### src/hw/rtl/rci_pkg.sv
// Package for the ray / truncated cone intersection pipeline.
// Holds fixed-point constants, stage counts, shared types and arithmetic helpers.
// No dependencies.
package rci_pkg;

  // Q8.FRAC_BITS fixed point
  localparam int FRAC_BITS = 24;
  localparam int PW        = 64 - FRAC_BITS;     // width of a scaled 32x32 product
  localparam int SW        = 66;                 // wide signed sum width
  localparam int CFG_W     = FRAC_BITS + 1;      // register width
  localparam int NSLOT     = 4;                  // side +, side -, cap, base

  // Register map
  localparam int ADDR_W = 3;
  localparam logic [ADDR_W-1:0] ADDR_BASE_LEVEL = 3'd0;
  localparam logic [ADDR_W-1:0] ADDR_NEAR_ZERO  = 3'd4;
  localparam logic [CFG_W-1:0]  BASE_LEVEL_RST  = CFG_W'(1) << (FRAC_BITS - 1);
  localparam logic [CFG_W-1:0]  NEAR_ZERO_RST   = CFG_W'(16);

  // 1.0 in fixed point, with headroom
  localparam logic signed [33:0] ONE_Q = 34'sd1 <<< FRAC_BITS;

  // Square root unit: radicand is a 31-bit value shifted up by FRAC_BITS
  localparam int SQ_W   = ((31 + FRAC_BITS + 1) / 2) * 2;
  localparam int SQ_RW  = SQ_W / 2;
  localparam int SQ_SPS = 4;
  localparam int SQ_STG = (SQ_RW + SQ_SPS - 1) / SQ_SPS;

  // Divider: |numerator| <= 2^33, |denominator| <= 2^32, 32 quotient bits
  localparam int DN_W   = 35;
  localparam int DD_W   = 33;
  localparam int DV_QB  = 32;
  localparam int DV_RW  = 34;
  localparam int DV_NW  = DN_W - 1 + FRAC_BITS;
  localparam int DV_SPS = 4;
  localparam int DV_STG = (DV_QB + DV_SPS - 1) / DV_SPS;
  localparam int DV_LAT = DV_STG + 2;

  // Sideband delay from quadratic stage to hit test
  localparam int SB_D = SQ_STG + DV_LAT;

  typedef logic signed [31:0] q_t;

  localparam q_t Q_MAX = 32'sh7FFFFFFF;
  localparam q_t Q_MIN = 32'sh80000000;

  typedef enum logic [1:0] {
    KIND_NONE = 2'd0,
    KIND_SIDE = 2'd1,
    KIND_CAP  = 2'd2,
    KIND_BASE = 2'd3
  } kind_t;

  // Per-ray data that travels alongside the arithmetic units
  typedef struct packed {
    q_t   ox;
    q_t   oy;
    q_t   oz;
    q_t   dx;
    q_t   dy;
    q_t   dz;
    q_t   a;
    q_t   b;
    q_t   c;
    logic lin;    // linear root in slot 0
    logic quad;   // both quadratic roots valid
    logic dzok;   // disks are tested
  } ray_sb_t;

  // Hit test result handed to the output serializer
  typedef struct packed {
    logic                        vld;
    logic [NSLOT-1:0]            mask;
    logic [NSLOT-1:0][31:0]      tval;
  } hit_res_t;

  // Clamp to the 32-bit signed range
  function automatic q_t sat32(input logic signed [SW-1:0] x);
    if (x > SW'(Q_MAX)) return Q_MAX;
    if (x < SW'(Q_MIN)) return Q_MIN;
    return x[31:0];
  endfunction

  // floor(p*q / 2^FRAC_BITS)
  function automatic logic signed [PW-1:0] mulq(input q_t p, input q_t q);
    logic signed [63:0] pr;
    pr = 64'(p) * 64'(q);
    return pr[63:FRAC_BITS];
  endfunction

  // Magnitude of a 32-bit signed value
  function automatic logic [32:0] abs33(input q_t x);
    logic signed [32:0] w;
    w = 33'(x);
    return x[31] ? 33'(-w) : 33'(w);
  endfunction

endpackage

### src/hw/rtl/rci_sqrt.sv
// Pipelined integer square root, a few result bits per stage.
// Depends on rci_pkg.
module rci_sqrt (
  input  logic                        clk,
  input  logic                        adv,
  input  logic [rci_pkg::SQ_W-1:0]    rad,
  output logic [rci_pkg::SQ_RW-1:0]   root
);
  import rci_pkg::*;

  logic [SQ_RW+1:0] rem_r  [SQ_STG];
  logic [SQ_RW-1:0] root_r [SQ_STG];
  logic [SQ_W-1:0]  rad_r  [SQ_STG];

  for (genvar s = 0; s < SQ_STG; s++) begin : g_stg
    logic [SQ_RW+1:0] rem_i, rem_o;
    logic [SQ_RW-1:0] root_i, root_o;
    logic [SQ_W-1:0]  rad_i, rad_o;

    if (s == 0) begin : g_first
      assign rem_i  = '0;
      assign root_i = '0;
      assign rad_i  = rad;
    end else begin : g_next
      assign rem_i  = rem_r[s-1];
      assign root_i = root_r[s-1];
      assign rad_i  = rad_r[s-1];
    end

    // restoring digit recurrence, two radicand bits per step
    always_comb begin
      logic [SQ_RW+1:0] rx;
      logic [SQ_RW+1:0] tr;
      rem_o  = rem_i;
      root_o = root_i;
      rad_o  = rad_i;
      for (int k = 0; k < SQ_SPS; k++) begin
        if (s * SQ_SPS + k < SQ_RW) begin
          rx    = {rem_o[SQ_RW-1:0], rad_o[SQ_W-1 -: 2]};
          tr    = {root_o, 2'b01};
          rad_o = rad_o << 2;
          if (rx >= tr) begin
            rem_o  = rx - tr;
            root_o = {root_o[SQ_RW-2:0], 1'b1};
          end else begin
            rem_o  = rx;
            root_o = {root_o[SQ_RW-2:0], 1'b0};
          end
        end
      end
    end

    always_ff @(posedge clk) begin
      if (adv) begin
        rem_r[s]  <= rem_o;
        root_r[s] <= root_o;
        rad_r[s]  <= rad_o;
      end
    end
  end

  assign root = root_r[SQ_STG-1];

endmodule

### config.mk
export PLATFORM = sky130hd
export DESIGN_NAME = rci_sqrt
export DESIGN_NICKNAME = d
export VERILOG_FILES = /design/src/hw/rtl/rci_pkg.sv /design/src/hw/rtl/rci_sqrt.sv
export SDC_FILE = /design/constraint.sdc
export NUM_CORES = 2
export LEC_CHECK = 0
export ABC_CLOCK_PERIOD_IN_PS = 12000
export BUFFER_PORTS_ARGS = -buffer_cell sky130_fd_sc_hd__buf_2
export CAP_MARGIN = 20
export CORE_ASPECT_RATIO = 1.1
export CORE_UTILIZATION = 51
export CTS_CLUSTER_SIZE = 10
export DETAILED_ROUTE_END_ITERATION = 8
export HOLD_SLACK_MARGIN = 0.1
export PLACE_DENSITY = 0.76
export SYNTH_ARGS = -nofsm -noshare
export SYNTH_HDL_FRONTEND = slang
export SYNTH_SLANG_ARGS = --single-unit
### constraint.sdc
create_clock -name clk -period 12 [get_ports clk]
set_input_delay 1.8 -clock clk [delete_from_list [all_inputs] [get_ports clk]]
set_output_delay 1.8 -clock clk [all_outputs]
set_load 0.005 [all_outputs]
**Yosys cells after proc, flatten, opt, wreduce, memory -nomap -nowiden**

Memories as Yosys holds them, arrays and structs flattened.
Index checks and enable logic that the tools add are counted.
W data, S select, Z words.

- Mux-type cells: 58
- Add/subtract/negate cells: 28
- $lt $le $gt $ge: 28

Operators with widths:

| operator | count |
|---|---|
| $ge A30 B30 Y1 | 24 |
| $mux W28 | 21 |
| $sub A28 B28 Y28 | 18 |
| $mux W30 | 7 |
| $sub A30 B30 Y30 | 6 |
| $ge A30 B3 Y1 | 1 |
| $ge A30 B4 Y1 | 1 |
| $ge A30 B5 Y1 | 1 |
| $mux W1 | 30 |
| $sub A30 B5 Y30 | 1 |
| $sub A28 B3 Y28 | 1 |
| $sub A28 B4 Y28 | 1 |
| $sub A2 B1 Y3 const B | 1 |
| $ge A2 B1 Y1 const B | 1 |

- Output and inout bits: 28
- Bits in registers: 0
- RAM bits: 742
- Bits of input ports: 58
- Memories kept: 3

Memory list:

| memory | depth | width | read ports | clocked after Yosys merged registers in | write ports | RTL line | source |
|---|---|---|---|---|---|---|---|
| rad_r | 7 | 48 | 6 | 0 | 7 | rci_sqrt.sv:13 | `logic [SQ_W-1:0] rad_r [SQ_STG];` |
| rem_r | 7 | 30 | 6 | 0 | 7 | rci_sqrt.sv:11 | `logic [SQ_RW+1:0] rem_r [SQ_STG];` |
| root_r | 7 | 28 | 7 | 0 | 7 | rci_sqrt.sv:12 | `logic [SQ_RW-1:0] root_r [SQ_STG];` |

**Longest topological paths before layout**

An unclocked memory read counts as a cell.

- Word-level depth: 9
- Depth in mapped cells: 67

**Worst setup path before layout**

No wires, ideal clock.

- Path type: flip-flop to flip-flop
- Start point: memory root_r[4][16] (netlist name)
- End point: memory rem_r[5][27] (netlist name), data pin
- Setup time: 263 ps
- Arrival time: 11209 ps
- Cell stages (with the launch flop): 66
- Path slack: 528 ps
- Data required time: 11737 ps
- Buffers on the path: 11
- Period minus slack after synthesis: 11472 ps
- Cells stage by stage: edfxtp_1 inv_1 ha_1 clkbuf_1 nand4_1 nor3_1 nand3_1 and2_1 o21ai_1 inv_1 clkbuf_1 buf_1 nand2_1 nand2_1 ha_1 clkbuf_1 a211oi_1 o311ai_0 [30 not listed] a21o_1 a21oi_1 o21bai_1 a21oi_1 nor2b_1 o21ai_0 nand2b_1 a21o_1 a21oi_1 nor2b_1 o21ai_0 nand2b_1 a21oi_1 o21ai_0 a21o_1 a21oi_1 and3_1 mux2i_1

RTL lines:

| what | RTL line |
|---|---|
| from (decl) | rci_sqrt.sv:12 |
| to (decl) | rci_sqrt.sv:11 |

==> flow_metrics.tcl <==
set metrics [dict create \
    ys_warn_count 0 \
    track_usage 0.291 \
    worstSetupPathType "register to register" \
    clock_sinks 448 \
    crit_path_frequent_cell "a21o_1" \
    synth-simple-area-share 0.207 \
    synth_ff_type "edfxtp_1" \
    die_area_sq_um 93100 \
    synth-edff-count 448 \
    routabilityCongestion 1.03 \
    min_path_type "register to register" \
    ctsHtreeMaxLevel 2 \
    grt_pass1_vias 40500 \
    holdWs_ps 412 \
    endpoint_kind "register" \
    grt_pass1_wl_um 218000 \
    cts-root-buf "clkbuf_16" \
    grt_max_degree 184 \
    path_delay_family "compound AO/OA/AOI/OAI gates" \
    slew_headroom 0.296 \
    path_buf_inv 9 \
    synth.distinct_cells 115 \
    num_antenna_cells 0 \
    dpl.hpwl_um 112000 \
    die_h_um 320 \
    netlist_area_sq_um 46900 \
    fmax_ghz 0.0869 \
    synthAdderAreaFrac 0.116 \
    arrival_ps 11900 \
    drt_iter0_drc 3525 \
    post-route-min-period_ps 11510 \
    avgRoutedWirePerCell_um 20.4 \
    route.detailed.drc 0 \
    pin_count 86 \
    drt_first_pass_iters 6 \
    cp-start-kind "register" \
    fin_util 0.560 \
    finalSetupViolCount 0 \
    cts.clk_slew.worst_paths_ps 70 \
    start_util 0.515 \
    wl_um 141000 \
    synth_top_area_share 0.287 \
    synth_top_family_by_area "compound AO/OA/AOI/OAI gates" \
    worst_pin_slew_ps 1060 \
    crit_slowest_cell "or3b_2" \
    syn_inst 5581 \
    finalHoldViolCount 0 \
    use_met3 0.0368 \
    synth-compound-area-share 0.232 \
    skew_ps 34.4 \
    busiest_layer "met2" \
    synth_top_area_cell "edfxtp_1" \
    area.growth.synth_to_final_pct 8.66 \
    drv_cap 0 \
    outcome "completed" \
    muxShareOfSynthArea 0.0195 \
    overflow 0 \
    drive_gt1_frac 0.0872 \
    tritoncts "done" \
    synth_area_per_cell_sq_um 8.40 \
    design_area_sq_um 50900 \
    numCtsBuffers 55 \
    async_flop_share 0 \
    via_per_inst 6.31 \
    tns_ps 0 \
    slew_violations 0 \
    crit_required_ps 12390 \
    cp_max_fo 35 \
    grt_antenna_before_repair 2 \
    seq_area_frac_synth 0.287 \
    met2_usage 0.496 \
    use_met1 0.347 \
    postPlaceCellArea_sq_um 49000 \
    io_buffer_count 85 \
    ys_ff_latch 448 \
    worst_skew_pair.late_latency_ps 670 \
    yosys-top-cells-area "edfxtp_1 29%, ha_1 12%, xnor2_1 6.2%" \
    clockBufferDepth 3 \
    synth-xor-area-share 0.0999 \
    nNetsFinal 6182 \
    num_vias 43500 \
    min_period_over_period 0.959 \
    num_rows 116 \
    core-area_sq_um 91000 \
    slowest_delay_ps 520 \
    drtAntennaViolNets 0 \
    die_w_um 291 \
]
[area by class of cell]
cell class                 count  area [sq um]
clock buffer                  63          1410
clock inverter                18           190
fill                        8268         40100
inverter                     294          1120
multi-input combinational   4678         31800
sequential                   448         13500
tap                         1180          1480
timing repair buffer         212          1440
[what timing repair did]
| item | CTS | global route |
|---|---|---|
| gates resized for setup | 1 | 67 |
| pin swaps | 0 | 8 |
| buffers inserted | 0 | 10 |
| endpoints found under the setup margin | 1 | 99 |
| hold buffers | 0 | 0 |
[metrics by stage]
| step | setup WS [ps] | cells |
|---|---|---|
| floorplan | 528 | 5584 |
| global placement | 169 | 6801 |
| detailed placement | 53.5 | 6801 |
| CTS | 38.1 | 6882 |
| global route | -50.8 | 6893 |
| finish | 489 | 6893 |
[Yosys cell counts, drive strengths merged, types with 53 or more instances]
cell type and n:
nand4 74, nor4 58, a21oi 554, nor3 139, and3 68, nand3 168
o21bai 61, xnor2 334, clkbuf 116, nand2 483, o211ai 53, a31oi 54
inv 291, nand2b 83, or3 57, a211oi 59, ha 435, a21o 192
edfxtp 448, nor2 487, mux2 62, xor2 199, o21ai 359, nor2b 60
[logic make-up (layout without fill, tap and decap cells)]
kind of cell,count (synthesis),after routing
AO/OA/AOI/OAI,1699,1699
other,1,4
XOR/XNOR,533,533
multiplexers,83,83
flip-flops,448,448
buffers and inverters,458,587
adder cells (fa/ha/maj),435,435
AND/OR/NAND/NOR,1924,1924
[layer usage]
layer | share of wire | vias up
met5 | 0.00016 | -
li1 | - | 21000
met2 | 0.47 | 1745
met1 | 0.40 | 20400
met4 | 0.066 | 4
met3 | 0.063 | 455
[registers in the layout (all words and copies together) (netlist names)]
signal and flops:
rad_r 168, rem_r 168, root_r 112
[worst register-to-register path: cells and delay by family, from the launching register on]
family | cells | cell delay [ps]
AO/OA/AOI/OAI | 21 | 4470
XOR/XNOR | 1 | 300
adder cells (fa/ha/maj) | 4 | 1350
buffers and inverters | 9 | 1780
flip-flops | 1 | 360
multiplexers | 1 | 300
AND/OR/NAND/NOR | 12 | 2660
[cells in the final DEF (no fill, tap or decap), drive strengths merged, types with 168 or more instances in the layout]
master | netlist | final
a21o | 192 | 192
a21oi | 554 | 554
buf | 48 | 211
edfxtp | 448 | 448
ha | 435 | 435
inv | 291 | 289
nand2 | 483 | 483
nand3 | 168 | 168
nor2 | 487 | 487
o21ai | 359 | 359
xnor2 | 334 | 334
xor2 | 199 | 199
[final timing paths]
path | slack, ps | startpoint | depth (start not counted) | end
setup / recovery | 490 | root_r[3][3]$_DFFE_PP_ | 48 | rem_r[4][15]$_DFFE_PP_
hold / removal | 410 | rad_r[0][31]$_DFFE_PP_ | 0 | rad_r[1][39]$_DFFE_PP_
setup reg to reg | 490 | root_r[3][3]$_DFFE_PP_ | 48 | rem_r[4][15]$_DFFE_PP_
hold reg to reg | 410 | rad_r[0][31]$_DFFE_PP_ | 0 | rad_r[1][39]$_DFFE_PP_
Power is left out: the tool's default activity adds up to more than one toggle a clock period on the data nets, which glitch-free logic cannot reach.
