## src/hw/rtl/rci_pkg.sv

```systemverilog
// Package for the ray / truncated cone intersection pipeline.
// Holds fixed-point constants, stage counts, shared types and arithmetic helpers.
// No dependencies.
package rci_pkg;

  // Q8.FRAC_BITS fixed point
  localparam int FRAC_BITS = 24;
  localparam int PW        = 64 - FRAC_BITS;     // width of a scaled 32x32 product
  localparam int SW        = 66;                 // wide signed sum width
  localparam int CFG_W     = FRAC_BITS + 1;      // register width
  localparam int NSLOT     = 4;                  // side +, side -, cap, base

  // Register map
  localparam int ADDR_W = 3;
  localparam logic [ADDR_W-1:0] ADDR_BASE_LEVEL = 3'd0;
  localparam logic [ADDR_W-1:0] ADDR_NEAR_ZERO  = 3'd4;
  localparam logic [CFG_W-1:0]  BASE_LEVEL_RST  = CFG_W'(1) << (FRAC_BITS - 1);
  localparam logic [CFG_W-1:0]  NEAR_ZERO_RST   = CFG_W'(16);

  // 1.0 in fixed point, with headroom
  localparam logic signed [33:0] ONE_Q = 34'sd1 <<< FRAC_BITS;

  // Square root unit: radicand is a 31-bit value shifted up by FRAC_BITS
  localparam int SQ_W   = ((31 + FRAC_BITS + 1) / 2) * 2;
  localparam int SQ_RW  = SQ_W / 2;
  localparam int SQ_SPS = 4;
  localparam int SQ_STG = (SQ_RW + SQ_SPS - 1) / SQ_SPS;

  // Divider: |numerator| <= 2^33, |denominator| <= 2^32, 32 quotient bits
  localparam int DN_W   = 35;
  localparam int DD_W   = 33;
  localparam int DV_QB  = 32;
  localparam int DV_RW  = 34;
  localparam int DV_NW  = DN_W - 1 + FRAC_BITS;
  localparam int DV_SPS = 4;
  localparam int DV_STG = (DV_QB + DV_SPS - 1) / DV_SPS;
  localparam int DV_LAT = DV_STG + 2;

  // Sideband delay from quadratic stage to hit test
  localparam int SB_D = SQ_STG + DV_LAT;

  typedef logic signed [31:0] q_t;

  localparam q_t Q_MAX = 32'sh7FFFFFFF;
  localparam q_t Q_MIN = 32'sh80000000;

  typedef enum logic [1:0] {
    KIND_NONE = 2'd0,
    KIND_SIDE = 2'd1,
    KIND_CAP  = 2'd2,
    KIND_BASE = 2'd3
  } kind_t;

  // Per-ray data that travels alongside the arithmetic units
  typedef struct packed {
    q_t   ox;
    q_t   oy;
    q_t   oz;
    q_t   dx;
    q_t   dy;
    q_t   dz;
    q_t   a;
    q_t   b;
    q_t   c;
    logic lin;    // linear root in slot 0
    logic quad;   // both quadratic roots valid
    logic dzok;   // disks are tested
  } ray_sb_t;

  // Hit test result handed to the output serializer
  typedef struct packed {
    logic                        vld;
    logic [NSLOT-1:0]            mask;
    logic [NSLOT-1:0][31:0]      tval;
  } hit_res_t;

  // Clamp to the 32-bit signed range
  function automatic q_t sat32(input logic signed [SW-1:0] x);
    if (x > SW'(Q_MAX)) return Q_MAX;
    if (x < SW'(Q_MIN)) return Q_MIN;
    return x[31:0];
  endfunction

  // floor(p*q / 2^FRAC_BITS)
  function automatic logic signed [PW-1:0] mulq(input q_t p, input q_t q);
    logic signed [63:0] pr;
    pr = 64'(p) * 64'(q);
    return pr[63:FRAC_BITS];
  endfunction

  // Magnitude of a 32-bit signed value
  function automatic logic [32:0] abs33(input q_t x);
    logic signed [32:0] w;
    w = 33'(x);
    return x[31] ? 33'(-w) : 33'(w);
  endfunction

endpackage

```

## src/hw/rtl/rci_emit.sv

```systemverilog
// Output serializer: emits the hits of one ray in slot order, or one none beat.
// Also produces the pipeline advance. Depends on rci_pkg.
module rci_emit (
  input  logic               clk,
  input  logic               rst_n,
  input  rci_pkg::hit_res_t  res,
  output logic               adv,
  output logic               out_valid,
  input  logic               out_stall,
  output rci_pkg::q_t        out_hit_distance,
  output rci_pkg::kind_t     out_hit_kind,
  output logic               out_last_hit
);
  import rci_pkg::*;

  logic                   busy_r;
  logic [NSLOT-1:0]       mask_r;
  logic [NSLOT-1:0][31:0] dist_r;

  logic [1:0]       slot;
  logic [NSLOT-1:0] rest;
  logic             none, last, take;

  // lowest pending slot
  always_comb begin
    if (mask_r[0])      slot = 2'd0;
    else if (mask_r[1]) slot = 2'd1;
    else if (mask_r[2]) slot = 2'd2;
    else                slot = 2'd3;
    rest = mask_r & ~(NSLOT'(1) << slot);
    none = (mask_r == '0);
    last = none || (rest == '0);
    take = busy_r && !out_stall;
    adv  = !busy_r || (take && last);
  end

  always_ff @(posedge clk) begin
    if (!rst_n) begin
      busy_r <= 1'b0;
    end else if (adv) begin
      busy_r <= res.vld;
    end
  end

  always_ff @(posedge clk) begin
    if (adv) begin
      mask_r <= res.mask;
      dist_r <= res.tval;
    end else if (take) begin
      mask_r <= rest;
    end
  end

  // beat payload
  always_comb begin
    out_valid        = busy_r;
    out_last_hit     = last;
    out_hit_distance = none ? '0 : q_t'(dist_r[slot]);
    if (none) begin
      out_hit_kind = KIND_NONE;
    end else begin
      case (slot)
        2'd0, 2'd1: out_hit_kind = KIND_SIDE;
        2'd2:       out_hit_kind = KIND_CAP;
        default:    out_hit_kind = KIND_BASE;
      endcase
    end
  end

endmodule

```

## config.mk

```make
export PLATFORM = sky130hd
export DESIGN_NAME = rci_emit
export DESIGN_NICKNAME = d
export VERILOG_FILES = /design/src/hw/rtl/rci_pkg.sv /design/src/hw/rtl/rci_emit.sv
export SDC_FILE = /design/constraint.sdc
export NUM_CORES = 1
export LEC_CHECK = 0
export ABC_CLOCK_PERIOD_IN_PS = 9400
export BUFFER_PORTS_ARGS = -buffer_cell sky130_fd_sc_hd__buf_2
export CAP_MARGIN = 10
export CORE_MARGIN = 3
export CORE_UTILIZATION = 35
export DETAILED_ROUTE_END_ITERATION = 16
export GPL_ROUTABILITY_DRIVEN = 0
export SETUP_SLACK_MARGIN = 0.1
export SLEW_MARGIN = 20
export SYNTH_ARGS = -nofsm -noshare
export SYNTH_HDL_FRONTEND = slang
export SYNTH_SLANG_ARGS = --single-unit
```

## constraint.sdc

```tcl
create_clock -name clk -period 9.4 [get_ports clk]
set_input_delay 1.41 -clock clk [delete_from_list [all_inputs] [get_ports clk]]
set_output_delay 1.41 -clock clk [all_outputs]
set_load 0.03 [all_outputs]
```

### After elaboration in Yosys (flattened, before gate mapping)

Index checks and enable logic that the tools add are counted.

| word-level totals | value |
|---|---|
| memories kept | 0 |
| latch bits | 0 |
| bits of input ports | 136 |
| memory bits (read-only) | 0 |
| RAM bits | 0 |
| bits in registers | 133 |
| output and inout bits | 37 |

| cells by class | value |
|---|---|
| multiplexer cells | 10 |
| bitwise gates (word level) | 2 |
| add/sub/neg operators | 0 |
| shift operators | 1 |
| reductions and logical operators | 11 |
| divide/modulo/power cells | 0 |
| multipliers | 0 |
| magnitude comparators | 1 |
| eq/ne operators | 2 |

Operators by type and width:

| cell | count |
|---|---|
| $bmux 32 s2 | 1 |
| $mux 32 | 2 |
| $logic_not 4->1 | 2 |
| $mux 4 | 2 |
| $mux 2 | 3 |
| $and 4x4->4 | 1 |
| $not 4->4 | 1 |
| $pmux 2 s2 | 1 |
| $shl 1x2->4 const A | 1 |
| $lt 2x3->1 const B | 1 |
| $eq 2x1->1 const B | 1 |
| $eq 2x2->1 const B | 1 |
| $logic_and 1x1->1 | 2 |
| $logic_not 1->1 | 2 |
| $logic_not 2->1 | 1 |
| $logic_or 1x1->1 | 2 |
| $reduce_bool 2->1 | 1 |
| $reduce_or 2->1 | 1 |
| $mux 1 | 1 |

### Logic depth before layout (Yosys ltp)

| logic depth | value |
|---|---|
| depth in word-level cells | 11 |
| depth in mapped cells | 6 |
| gate-level depth less buffers | 3 |

### Worst setup path after synthesis

No wires, ideal clock.

| timing path | value |
|---|---|
| kind | input -> output |
| from | input port out_stall |
| to | output port adv |
| slack | 0.550 ns |
| data arrival time | 7.440 ns |
| cell stages on the path | 1 |
| required time | 7.990 ns |
| cell sequence | o21ai_1 |

| between the ends | value |
|---|---|
| cells in the longest elaborated chain, start to end | 4 |

RTL lines:

| element | RTL line | RTL |
|---|---|---|
| start: declaration | rci_emit.sv:9 | `input logic out_stall,` |
| $logic_not 1->1 | rci_emit.sv:33 | `take = busy_r && !out_stall;` |
| $logic_and 1x1->1 | rci_emit.sv:33 |  |
| $logic_and 1x1->1 | rci_emit.sv:34 | `adv = !busy_r \|\| (take && last);` |
| $logic_or 1x1->1 | rci_emit.sv:34 |  |
| end: declaration | rci_emit.sv:7 | `output logic adv,` |

No other way between the ends.

### Worst setup path in the final report

| timing path | value |
|---|---|
| from | register mask_r[1] |
| to | output port out_hit_distance[31] |

| between the ends | value |
|---|---|
| cells in the longest elaborated chain, start to end | 5 |
| elaborated cells between the ends (all ways) | 6 |

RTL lines:

| element | RTL line | RTL |
|---|---|---|
| start: declaration | rci_emit.sv:17 | `logic [NSLOT-1:0] mask_r;` |
| start signal: assignment | rci_emit.sv:47 | `mask_r <= res.mask;` |
| start signal: assignment | rci_emit.sv:50 | `mask_r <= rest;` |
| $mux 2 | rci_emit.sv:27 | `else if (mask_r[1]) slot = 2'd1;` |
| $mux 2 | rci_emit.sv:26 | `if (mask_r[0]) slot = 2'd0;` |
| $bmux 32 s2 | rci_emit.sv:58 | `out_hit_distance = none ? '0 : q_t'(dist_r[slot]);` |
| $mux 32 (not written as such) | rci_emit.sv:58 |  |
| $mux 32 (*) | rci_emit.sv:58 |  |
| end: declaration | rci_emit.sv:10 | `output rci_pkg::q_t out_hit_distance,` |

Mark *: on every way between the ends. The rest lies on a longest branch, timed or not. The select of a mux whose other input is x is not followed.

==> metrics <==
layout cells sized above 1=52.7%; total track usage=14.2%; Hold WC Path Type=reg -> reg; die width=126 um; final period utilization=42.8%; P_leak=2.60 nW; worst-margin pin slew=0.929 ns; Clock Power Share=37.2%; clock slew at reported path FFs=0.06 ns; H-tree depth=4; final wirelength=11300 um; Mapped Avg Cell Area=18.6 um2; Most used DFF post-synth=edfxtp_1; initial antenna violation count=0; via count=3171; global-route wire length before repair=17300 um; most common cell after layout, fill and taps aside=buf_2; post-cts resize count=0; CP endpoint kind=output port; io pins=173; cells after synthesis=273; crit path DAT=2.61 ns; CTS tree=done; drt pass-1 iters=4; Root Driver=clkbuf_16; PwrDens=257 mW/mm2; top-area cell type share of the netlist area=78.2%; Slew Viols, Final=0; crit path time final=4.02 ns; Post-CTS Setup Repair Bufs=0; max incr delay on CP=0.71 ns; Data required, critical path=7.99 ns; DP Worst Slack=5.75 ns; FFs w/ async S/R, synth=0%; Worst Path Max Fanout=20; Rows=43; total gr overflow=0; CP startpoint kind=flip-flop; Synth Register Bits=133; synth unique cells=31; RSZ-0062 raised after global routing=false; final setup fails=0; vias in the first global route=3313; Yosys Warn Count=0; Routed Antenna Nets=0; clk sinks=133; CTS buffer count=17; net switching power=0.000493 W; die height=126 um; Slowest cell on crit path=nor3b_4; core area=0.0140 mm2; Seq/Total Area, Yosys=78.6%; CP cell instances=nor3b_4, buf_4, a22oi_1, o21ai_1, buf_2; final worst slack=5.38 ns; Final Hold Viols=0; Slew HR=37.9%; number of flops mapped to enable cells by yosys=132; Peak VDD IR=0.000133 V; combinational power share=18.6%; Setup TNS Final=0 ns; ANT cells=0; fin nets=586; largest net degree at the start of global routing=129; Initial Util=36.1%; full die area=0.0160 mm2; Port Buf Inserts=172; Area growth, synth to finish=32.2%; Syn Std Cell Area=0.00507 mm2; largest cells by area after synthesis=edfxtp_1 (78%), a22oi_1 (6.7%), a22oi_2 (4.7%); WL/cell=17.5 um; Crit Path Category=reg -> out; CTS Hold Buffers Added=0; Int Pwr=0.00123 W; clk_lat worst skew=0.41 ns; Final HPWL DP=7590 um; fmax=249 MHz; skew final=0.0150 ns; commonest non-fill, non-tap cells in the layout=buf_2 (172), edfxtp_1 (132), a22oi_1 (45); Net Sw Frac=28.6%; Synth Net Count=409; vias per inst=4.93; initial DRC count=171; Max-cap violations=0; CTS max path bufs=2; Flop pwr share=44.2%; Residual DRC=0; Yosys top cell by area=edfxtp_1; status=complete, no violations
routing by layer:
layer | part of all wire [%] | GRT usage, % | up-vias
li1 | - | - | 1494
met1 | 44 | 18.7 | 1525
met2 | 46 | 21.3 | 140
met3 | 9.2 | 6.19 | 12
met4 | 1.3 | 4.35 | 0
met5 | 0 | 0 | -
critical path: cells and delay by family (launching register included):
kind,cells,cell delay [ns]
buffers and inverters,2,0.65
and+or+nand+nor,1,0.71
DFF,1,0.57
AOI/OAI and AO/OA,2,0.25
cell families (layout without fill, tap and decap cells):
logic type                 after synthesis  after routing  synth area share (%)
buffers and inverters                   21            211                  2.32
adders and majority gates                1              1                 0.197
AOI/OAI and AO/OA                      106            106                  16.9
DFF                                    133            133                  78.6
and+or+nand+nor                         12             12                  2.00
worst paths after layout:
| kind | from | to | slack (ns) | cells after the start |
|---|---|---|---|---|
| max | mask_r[1]$_DFFE_PP_ | out_hit_distance[31] | 5.38 | 5 |
| min | out_valid$_SDFFE_PN0P_ | out_valid$_SDFFE_PN0P_ | 0.69 | 2 |
| max reg2reg | mask_r[0]$_DFFE_PP_ | dist_r[33]$_DFFE_PP_ | 6.52 | 5 |
| min reg2reg | out_valid$_SDFFE_PN0P_ | out_valid$_SDFFE_PN0P_ | 0.69 | 2 |
sequential cells by signal, indices dropped and copies added, names as in the netlist:
name,flops
mask_r,4
dist_r,128
out_valid,1
per-stage QoR:
| step | cells | hold WS (ns) | util (%) | area, um2 | power, W |
|---|---|---|---|---|---|
| finish | 643 | 0.694 | 47.7 | 6700 | 0.00172 |
| global route | 643 | 0.754 | 47.7 | 6700 | 0.00179 |
| CTS | 643 | 0.695 | 47.7 | 6700 | 0.00174 |
| detailed placement | 611 | 0.689 | 43.6 | 6120 | 0.00110 |
| global placement | 611 | 0.690 | 43.6 | 6120 | 0.00109 |
| floorplan | 273 | 0.697 | - | 5070 | 0.00100 |
cell type report:
class                           count  area, um2
Timing Repair Buffer              177        911
Clock buffer                       17        425
Clock inverter                     15        154
Inverter                            2       7.51
Multi-Input combinational cell    119        992
Tap cell                          180        225
Fill cell                        1220       7340
Sequential cell                   133       3980
cells in the mapped netlist (2+ instances only):
cell	n
edfxtp_1	132
a22oi_1	45
o21ai_1	25
a22oi_2	19
o21ai_2	9
buf_2	7
clkbuf_1	7
buf_6	3
buf_4	2
inv_1	2
nor2_1	2
power groups by stage:
stage | combinational (W) | sequential, W | clock [W]
finish | 0.000320 | 0.000761 | 0.000640
global route | 0.000346 | 0.000767 | 0.000681
CTS | 0.000327 | 0.000762 | 0.000653
detailed placement | 0.000326 | 0.000774 | 0
global placement | 0.000324 | 0.000771 | 0
floorplan | 0.000222 | 0.000779 | 0
(Power assumes the default switching activity.)
