==> src/hw/rtl/rci_pkg.sv <==
// Package for the ray / truncated cone intersection pipeline.
// Holds fixed-point constants, stage counts, shared types and arithmetic helpers.
// No dependencies.
package rci_pkg;

  // Q8.FRAC_BITS fixed point
  localparam int FRAC_BITS = 24;
  localparam int PW        = 64 - FRAC_BITS;     // width of a scaled 32x32 product
  localparam int SW        = 66;                 // wide signed sum width
  localparam int CFG_W     = FRAC_BITS + 1;      // register width
  localparam int NSLOT     = 4;                  // side +, side -, cap, base

  // Register map
  localparam int ADDR_W = 3;
  localparam logic [ADDR_W-1:0] ADDR_BASE_LEVEL = 3'd0;
  localparam logic [ADDR_W-1:0] ADDR_NEAR_ZERO  = 3'd4;
  localparam logic [CFG_W-1:0]  BASE_LEVEL_RST  = CFG_W'(1) << (FRAC_BITS - 1);
  localparam logic [CFG_W-1:0]  NEAR_ZERO_RST   = CFG_W'(16);

  // 1.0 in fixed point, with headroom
  localparam logic signed [33:0] ONE_Q = 34'sd1 <<< FRAC_BITS;

  // Square root unit: radicand is a 31-bit value shifted up by FRAC_BITS
  localparam int SQ_W   = ((31 + FRAC_BITS + 1) / 2) * 2;
  localparam int SQ_RW  = SQ_W / 2;
  localparam int SQ_SPS = 4;
  localparam int SQ_STG = (SQ_RW + SQ_SPS - 1) / SQ_SPS;

  // Divider: |numerator| <= 2^33, |denominator| <= 2^32, 32 quotient bits
  localparam int DN_W   = 35;
  localparam int DD_W   = 33;
  localparam int DV_QB  = 32;
  localparam int DV_RW  = 34;
  localparam int DV_NW  = DN_W - 1 + FRAC_BITS;
  localparam int DV_SPS = 4;
  localparam int DV_STG = (DV_QB + DV_SPS - 1) / DV_SPS;
  localparam int DV_LAT = DV_STG + 2;

  // Sideband delay from quadratic stage to hit test
  localparam int SB_D = SQ_STG + DV_LAT;

  typedef logic signed [31:0] q_t;

  localparam q_t Q_MAX = 32'sh7FFFFFFF;
  localparam q_t Q_MIN = 32'sh80000000;

  typedef enum logic [1:0] {
    KIND_NONE = 2'd0,
    KIND_SIDE = 2'd1,
    KIND_CAP  = 2'd2,
    KIND_BASE = 2'd3
  } kind_t;

  // Per-ray data that travels alongside the arithmetic units
  typedef struct packed {
    q_t   ox;
    q_t   oy;
    q_t   oz;
    q_t   dx;
    q_t   dy;
    q_t   dz;
    q_t   a;
    q_t   b;
    q_t   c;
    logic lin;    // linear root in slot 0
    logic quad;   // both quadratic roots valid
    logic dzok;   // disks are tested
  } ray_sb_t;

  // Hit test result handed to the output serializer
  typedef struct packed {
    logic                        vld;
    logic [NSLOT-1:0]            mask;
    logic [NSLOT-1:0][31:0]      tval;
  } hit_res_t;

  // Clamp to the 32-bit signed range
  function automatic q_t sat32(input logic signed [SW-1:0] x);
    if (x > SW'(Q_MAX)) return Q_MAX;
    if (x < SW'(Q_MIN)) return Q_MIN;
    return x[31:0];
  endfunction

  // floor(p*q / 2^FRAC_BITS)
  function automatic logic signed [PW-1:0] mulq(input q_t p, input q_t q);
    logic signed [63:0] pr;
    pr = 64'(p) * 64'(q);
    return pr[63:FRAC_BITS];
  endfunction

  // Magnitude of a 32-bit signed value
  function automatic logic [32:0] abs33(input q_t x);
    logic signed [32:0] w;
    w = 33'(x);
    return x[31] ? 33'(-w) : 33'(w);
  endfunction

endpackage

==> src/hw/rtl/rci_div.sv <==
// Pipelined fixed-point divider: trunc(num * 2^FRAC_BITS / den), saturated to 32 bits.
// Setup stage, DV_STG restoring stages, sign stage. Depends on rci_pkg.
module rci_div (
  input  logic                              clk,
  input  logic                              adv,
  input  logic signed [rci_pkg::DN_W-1:0]   num,
  input  logic signed [rci_pkg::DD_W-1:0]   den,
  output rci_pkg::q_t                       quo
);
  import rci_pkg::*;

  logic [DV_RW-1:0] rem_r [DV_STG+1];
  logic [DV_QB-1:0] lo_r  [DV_STG+1];
  logic [DV_QB-1:0] q_r   [DV_STG+1];
  logic [DD_W-1:0]  dn_r  [DV_STG+1];
  logic             ovf_r [DV_STG+1];
  logic             neg_r [DV_STG+1];
  q_t               quo_r;

  logic [DN_W-2:0]  an;
  logic [DD_W-1:0]  dn;
  logic [DV_NW-1:0] nw;
  logic [DV_NW-DV_QB-1:0] hi;
  q_t               quo_nxt;

  // setup: magnitudes and overflow test on the upper part
  always_comb begin
    an = num[DN_W-1] ? (DN_W-1)'(-num) : (DN_W-1)'(num);
    dn = den[DD_W-1] ? DD_W'(-den) : DD_W'(den);
    nw = {an, {FRAC_BITS{1'b0}}};
    hi = nw[DV_NW-1:DV_QB];
  end

  always_ff @(posedge clk) begin
    if (adv) begin
      rem_r[0] <= DV_RW'(hi);
      lo_r[0]  <= nw[DV_QB-1:0];
      q_r[0]   <= '0;
      dn_r[0]  <= dn;
      ovf_r[0] <= DV_RW'(hi) >= DV_RW'(dn);
      neg_r[0] <= num[DN_W-1] ^ den[DD_W-1];
    end
  end

  for (genvar s = 1; s <= DV_STG; s++) begin : g_stg
    logic [DV_RW-1:0] rem_o;
    logic [DV_QB-1:0] lo_o, q_o;

    always_comb begin
      logic [DV_RW-1:0] rx;
      rem_o = rem_r[s-1];
      lo_o  = lo_r[s-1];
      q_o   = q_r[s-1];
      for (int k = 0; k < DV_SPS; k++) begin
        if ((s - 1) * DV_SPS + k < DV_QB) begin
          rx   = {rem_o[DV_RW-2:0], lo_o[DV_QB-1]};
          lo_o = lo_o << 1;
          if (rx >= DV_RW'(dn_r[s-1])) begin
            rem_o = rx - DV_RW'(dn_r[s-1]);
            q_o   = {q_o[DV_QB-2:0], 1'b1};
          end else begin
            rem_o = rx;
            q_o   = {q_o[DV_QB-2:0], 1'b0};
          end
        end
      end
    end

    always_ff @(posedge clk) begin
      if (adv) begin
        rem_r[s] <= rem_o;
        lo_r[s]  <= lo_o;
        q_r[s]   <= q_o;
        dn_r[s]  <= dn_r[s-1];
        ovf_r[s] <= ovf_r[s-1];
        neg_r[s] <= neg_r[s-1];
      end
    end
  end

  // sign and saturation
  always_comb begin
    if (ovf_r[DV_STG]) begin
      quo_nxt = neg_r[DV_STG] ? Q_MIN : Q_MAX;
    end else if (neg_r[DV_STG]) begin
      quo_nxt = (q_r[DV_STG] > 32'h80000000) ? Q_MIN : q_t'(-q_r[DV_STG]);
    end else begin
      quo_nxt = q_r[DV_STG][31] ? Q_MAX : q_t'(q_r[DV_STG]);
    end
  end

  always_ff @(posedge clk) begin
    if (adv) quo_r <= quo_nxt;
  end

  assign quo = quo_r;

endmodule

==> config.mk <==
export PLATFORM = sky130hd
export DESIGN_NAME = rci_div
export DESIGN_NICKNAME = d
export VERILOG_FILES = /design/src/hw/rtl/rci_pkg.sv /design/src/hw/rtl/rci_div.sv
export SDC_FILE = /design/constraint.sdc
export NUM_CORES = 2
export LEC_CHECK = 0
export ABC_CLOCK_PERIOD_IN_PS = 17200
export BUFFER_PORTS_ARGS = -buffer_cell sky130_fd_sc_hd__buf_2
export CAP_MARGIN = 20
export CORE_MARGIN = 5
export CORE_UTILIZATION = 55
export CTS_BUF_LIST = sky130_fd_sc_hd__clkbuf_16
export DETAILED_ROUTE_END_ITERATION = 10
export GPL_TIMING_DRIVEN = 0
export PLACE_DENSITY = 0.72
export SLEW_MARGIN = 25
export SYNTH_ARGS = -nofsm -noshare
export SYNTH_HDL_FRONTEND = slang
export SYNTH_SLANG_ARGS = --single-unit
==> constraint.sdc <==
create_clock -name clk -period 17.2 [get_ports clk]
set_clock_uncertainty 0.1 [all_clocks]
set_input_delay 1.72 -clock clk [delete_from_list [all_inputs] [get_ports clk]]
set_output_delay 1.72 -clock clk [all_outputs]
set_load 0.01 [all_outputs]
Yosys cells after proc, flatten, opt, wreduce, memory -nomap -nowiden:

Memory sizes are Yosys's and may differ from the RTL's.
Cells that the tools add are included.
Widths: inputs -> output; s select.

* register bits: 32
* memory bits (writable): 1161
* input port bits: 70
* word-level logic and storage cells: 150
* memories kept: 6

Memory list
* rem_r: depth 9, width 34, read ports 8, clocked after Yosys merged registers in 0, wr ports 9, line rci_div.sv:12 `logic [DV_RW-1:0] rem_r [DV_STG+1];`
* dn_r: depth 9, width 33, read ports 8, clocked after Yosys merged registers in 0, wr ports 9, line rci_div.sv:15 `logic [DD_W-1:0] dn_r [DV_STG+1];`
* q_r: depth 9, width 32, read ports 9, clocked after Yosys merged registers in 0, wr ports 9, line rci_div.sv:14 `logic [DV_QB-1:0] q_r [DV_STG+1];`
* lo_r: depth 9, width 28, read ports 8, clocked after Yosys merged registers in 0, wr ports 9, line rci_div.sv:13 `logic [DV_QB-1:0] lo_r [DV_STG+1];`
* neg_r: depth 9, width 1, read ports 9, clocked after Yosys merged registers in 0, wr ports 9, line rci_div.sv:17 `logic neg_r [DV_STG+1];`
* ovf_r: depth 9, width 1, read ports 9, clocked after Yosys merged registers in 0, wr ports 9, line rci_div.sv:16 `logic ovf_r [DV_STG+1];`

* $add $sub $neg: 35
* magnitude comparators: 34
* muxes and demuxes: 73
* bitwise logic cells: 1

Operator list (count)
* $ge 34x33->1: 32
* $mux 33: 25
* $sub 33x33->33: 24
* $mux 34: 9
* $sub 34x33->34: 8
* $mux 32: 4
* $mux 1: 34
* $neg 34->34: 1
* $ge 26x33->1: 1
* $neg 33->33: 1
* $gt 32x32->1 const B: 1
* $neg 32->32: 1
* $mux 31: 1
* $xor 1x1->1: 1

Depth between registers and ports, before layout:

An unclocked memory read counts as a cell.

* word-level depth: 9
* gate-level depth with buffers: 63

Least setup slack after synthesis:

No wires, ideal clock.

* path kind: reg2reg
* from: memory dn_r[2][0], in the netlist dn_r[0][66]
* to: memory rem_r[3][4], in the netlist rem_r[0][106] (data pin)
* setup time: 0.260 ns
* arrival time: 12.325 ns
* data required time: 16.840 ns
* path slack: 4.515 ns
* cell stages (with the launch flop): 57
* buffers on the path: 7
* clock period less this slack: 12.685 ns
* path through: edfxtp_1 -> clkbuf_1 -> inv_1 -> fa_1 -> a21oi_1 -> or3b_1 -> and3_1 -> nor3b_1 -> or4_4 -> a221oi_4 -> a211oi_2 -> o21ai_4 -> inv_2 -> buf_2 -> mux2_2 -> ha_1 -> a21oi_1 -> o21ai_0 -> (+21 left out) -> o21ai_4 -> buf_2 -> and2_1 -> ha_1 -> o21bai_1 -> a21oi_1 -> o21ai_0 -> a41oi_1 -> nor3_1 -> nor4_1 -> o211ai_1 -> nor3_1 -> nor2_1 -> a211o_1 -> a21oi_1 -> nand3_2 -> buf_6 -> mux2_4

RTL lines (line)
* start: declaration: rci_div.sv:15
* end: declaration: rci_div.sv:12

==> metrics.txt <==
Vias/cell 6.40; clock-pin slew on the worst setup and hold paths 0.06 ns; Min-Delay Path Class reg -> reg; largest cells by area after synthesis edfxtp_1, ha_1, xnor2_1, a21oi_1, mux2_2; Max-Cap Viols 0; CTS tree yes; H-Tree Depth 3; RSZ-0062 raised after global routing no; antenna-violating nets left 0; Slowest cell on crit path clkbuf_1; #FFs+latches synth 727; Cell variety after synth 121; GP Congestion 0.990; WL met3 22.3 mm; Core Region 0.157 mm^2; initial antenna violation count 7; Nets 11290; First-pass DRT Iterations 6; CTS Hold Bufs 0; # setup viols final 0; WS Path Type reg -> reg; met2 WL 120 mm; Tmin final 16.46 ns; Core Util, Final 59.4%; number of clock sinks 727; die outline width 407 um; cell mode on critical path buf_2; Port Buffers 99; CP endpoint kind flop; post-route insts no fill 12278; Rel. slew slack 12.4%; layout cell share with drive strength beyond 1 9.72%; DR DRC count 0; Synth-to-Final Area Change 7.05%; clock tree buffer depth 3; DR iter-0 viols 7835; share of synthesized registers carrying an async set or reset 0%; Clk Latency, worst-skew pair 0.70 ns; GRT Total Usage 31.5%; grt total ovfl 0; pin count of the biggest net entering global routing 106; Pins Over Slew Limit 0; placed cells 12116; Inserted Clock Buffers 83; hold_ws 0.315 ns; setup TNS 0 ns; first-pass GRT wire length 420 mm; synth warn 0; top routing layer used met5; Starting Density 55.4%; cell area after technology mapping 0.0868 mm^2; vias in the first global route 73270; kind of cell with the highest combined delay on the critical path compound AO/OA/AOI/OAI gates; routed len/inst 22.5 um; filler cell count 13847; DRT Wirelength 277 mm; io pins 102; Rows 145; most used flip-flop cell after synthesis edfxtp_1; Tcrit/Tclk final 95.7%; CTS Root Cell clkbuf_16; Fin. Hold Viols 0; Worst Path Max Fanout 10; DP HPWL 226 mm; syn avg cell area 8.72 um^2; status completed; CP required 17.52 ns; Achievable Freq 0.0608 GHz; syn nets 11096; CP bufs+invs 13; die area 0.166 mm^2; area fraction of the dominant cell type after synthesis 25.1%; die height 407 um; Syn Inst Count 9952; worst-margin pin slew 1.30 ns; crit path DAT 16.78 ns; Yosys top cell by area edfxtp_1; EDFF count, synth 727; M1 WL 123 mm; CP peak stage delay 0.69 ns; DR vias 78543; register area share after synthesis 25.1%; Critical Path Start Type flop
cells in the mapped netlist (33+ instances only):
cell / instances
a21o_1: 459
o22ai_1: 38
and3_1: 88
nand2_1: 724
nor2_1: 729
a31oi_1: 99
or2_2: 51
o21bai_1: 129
clkbuf_1: 116
o211ai_1: 48
o21ai_0: 589
xnor2_1: 616
buf_2: 63
mux2_2: 418
a211oi_1: 96
nor3_1: 160
nor4_1: 51
a211o_1: 33
nand2b_1: 158
mux2_1: 56
nand3_1: 178
edfxtp_1: 727
ha_1: 1060
and2_1: 66
a21oi_1: 969
mux2i_1: 63
nor2b_1: 132
a221o_1: 33
o31a_1: 34
inv_1: 579
a21boi_0: 38
o31ai_1: 83
or3_1: 59
o21a_1: 174
nand4_1: 135
xor2_1: 284
mux2_4: 46
through the flow:
step,setup slack [ns],area (um^2)
after floorplan,4.51,86800
after global placement,-0.228,89900
after detailed placement,-0.158,90100
after CTS,0.0207,92800
after global routing,0.0302,92900
final,0.740,92900
path summary, 6_finish.rpt:
check / start / end / slack (ns) / depth (start not counted)
worst max-delay path: dn_r[0][21] / rem_r[0][62] / 0.74 / 58
worst min-delay path: q_r[6][14] / q_r[7][18] / 0.32 / 0
worst max register to register: dn_r[0][21] / rem_r[0][62] / 0.74 / 58
worst min register to register: q_r[6][14] / q_r[7][18] / 0.32 / 0
state kept, by name (all words and copies together) (netlist names):
register	count
dn_r	264
rem_r	257
q_r	144
quo	32
lo_r	12
neg_r	9
ovf_r	9
worst reg2reg max path, delay by kind of cell, from the launching register on:
family / cells / cell delay, ns
AO/OA/AOI/OAI: 26 / 7.02
adder cells (fa/ha/maj): 4 / 1.38
buffers and inverters: 13 / 3.49
flip-flops: 1 / 0.44
multiplexers: 3 / 1.06
AND/OR/NAND/NOR: 12 / 2.72
layout by cell type (no fill, tap or decap), types with 158 or more instances in the layout:
cell	n
nor2_1	729
nor3_1	158
xor2_1	284
a21oi_1	969
buf_2	161
nand2b_1	158
mux2_2	418
edfxtp_1	727
nand2_1	724
nand3_1	178
inv_1	584
ha_1	1060
o21ai_0	589
a21o_1	459
o21a_1	174
xnor2_1	616
cell type report:
type | count | area [um^2] | share of cell area, %
Sequential cell | 727 | 21800 | 23.5
Antenna cell | 4 | 10.0 | 0.0108
Buffer | 217 | 1070 | 1.15
Timing Repair Buffer | 109 | 721 | 0.776
Inverter | 596 | 2240 | 2.41
Tap cell | 2058 | 2570 | 2.77
Clock buffer | 83 | 2080 | 2.23
Multi-Input combinational cell | 8412 | 61800 | 66.5
Clock inverter | 72 | 629 | 0.677
timing repair:
| action | 4_1_cts | 5_1_grt |
|---|---|---|
| setup endpoints to repair | 18 | 170 |
| resized for setup | 2 | 45 |
| setup buffers | 0 | 3 |
| pin swaps | 0 | 2 |
cells by family after synthesis:
| logic type | share of synthesized area, % |
|---|---|
| simple gates | 15.1 |
| buf+inv | 3.78 |
| compound gates | 23.7 |
| xor+xnor | 9.08 |
| flops | 25.1 |
| mux | 7.67 |
| fa+ha+maj | 15.6 |
layer usage:
| metal | GRT usage, % | vias to the layer above |
|---|---|---|
| li1 | - | 37637 |
| met1 | 44.4 | 37296 |
| met2 | 49.5 | 3082 |
| met3 | 4.59 | 524 |
| met4 | 11.5 | 4 |
| met5 | 0 | - |
Power is left out: the tool's default activity adds up to more than one toggle a clock period on the data nets, which glitch-free logic cannot reach.
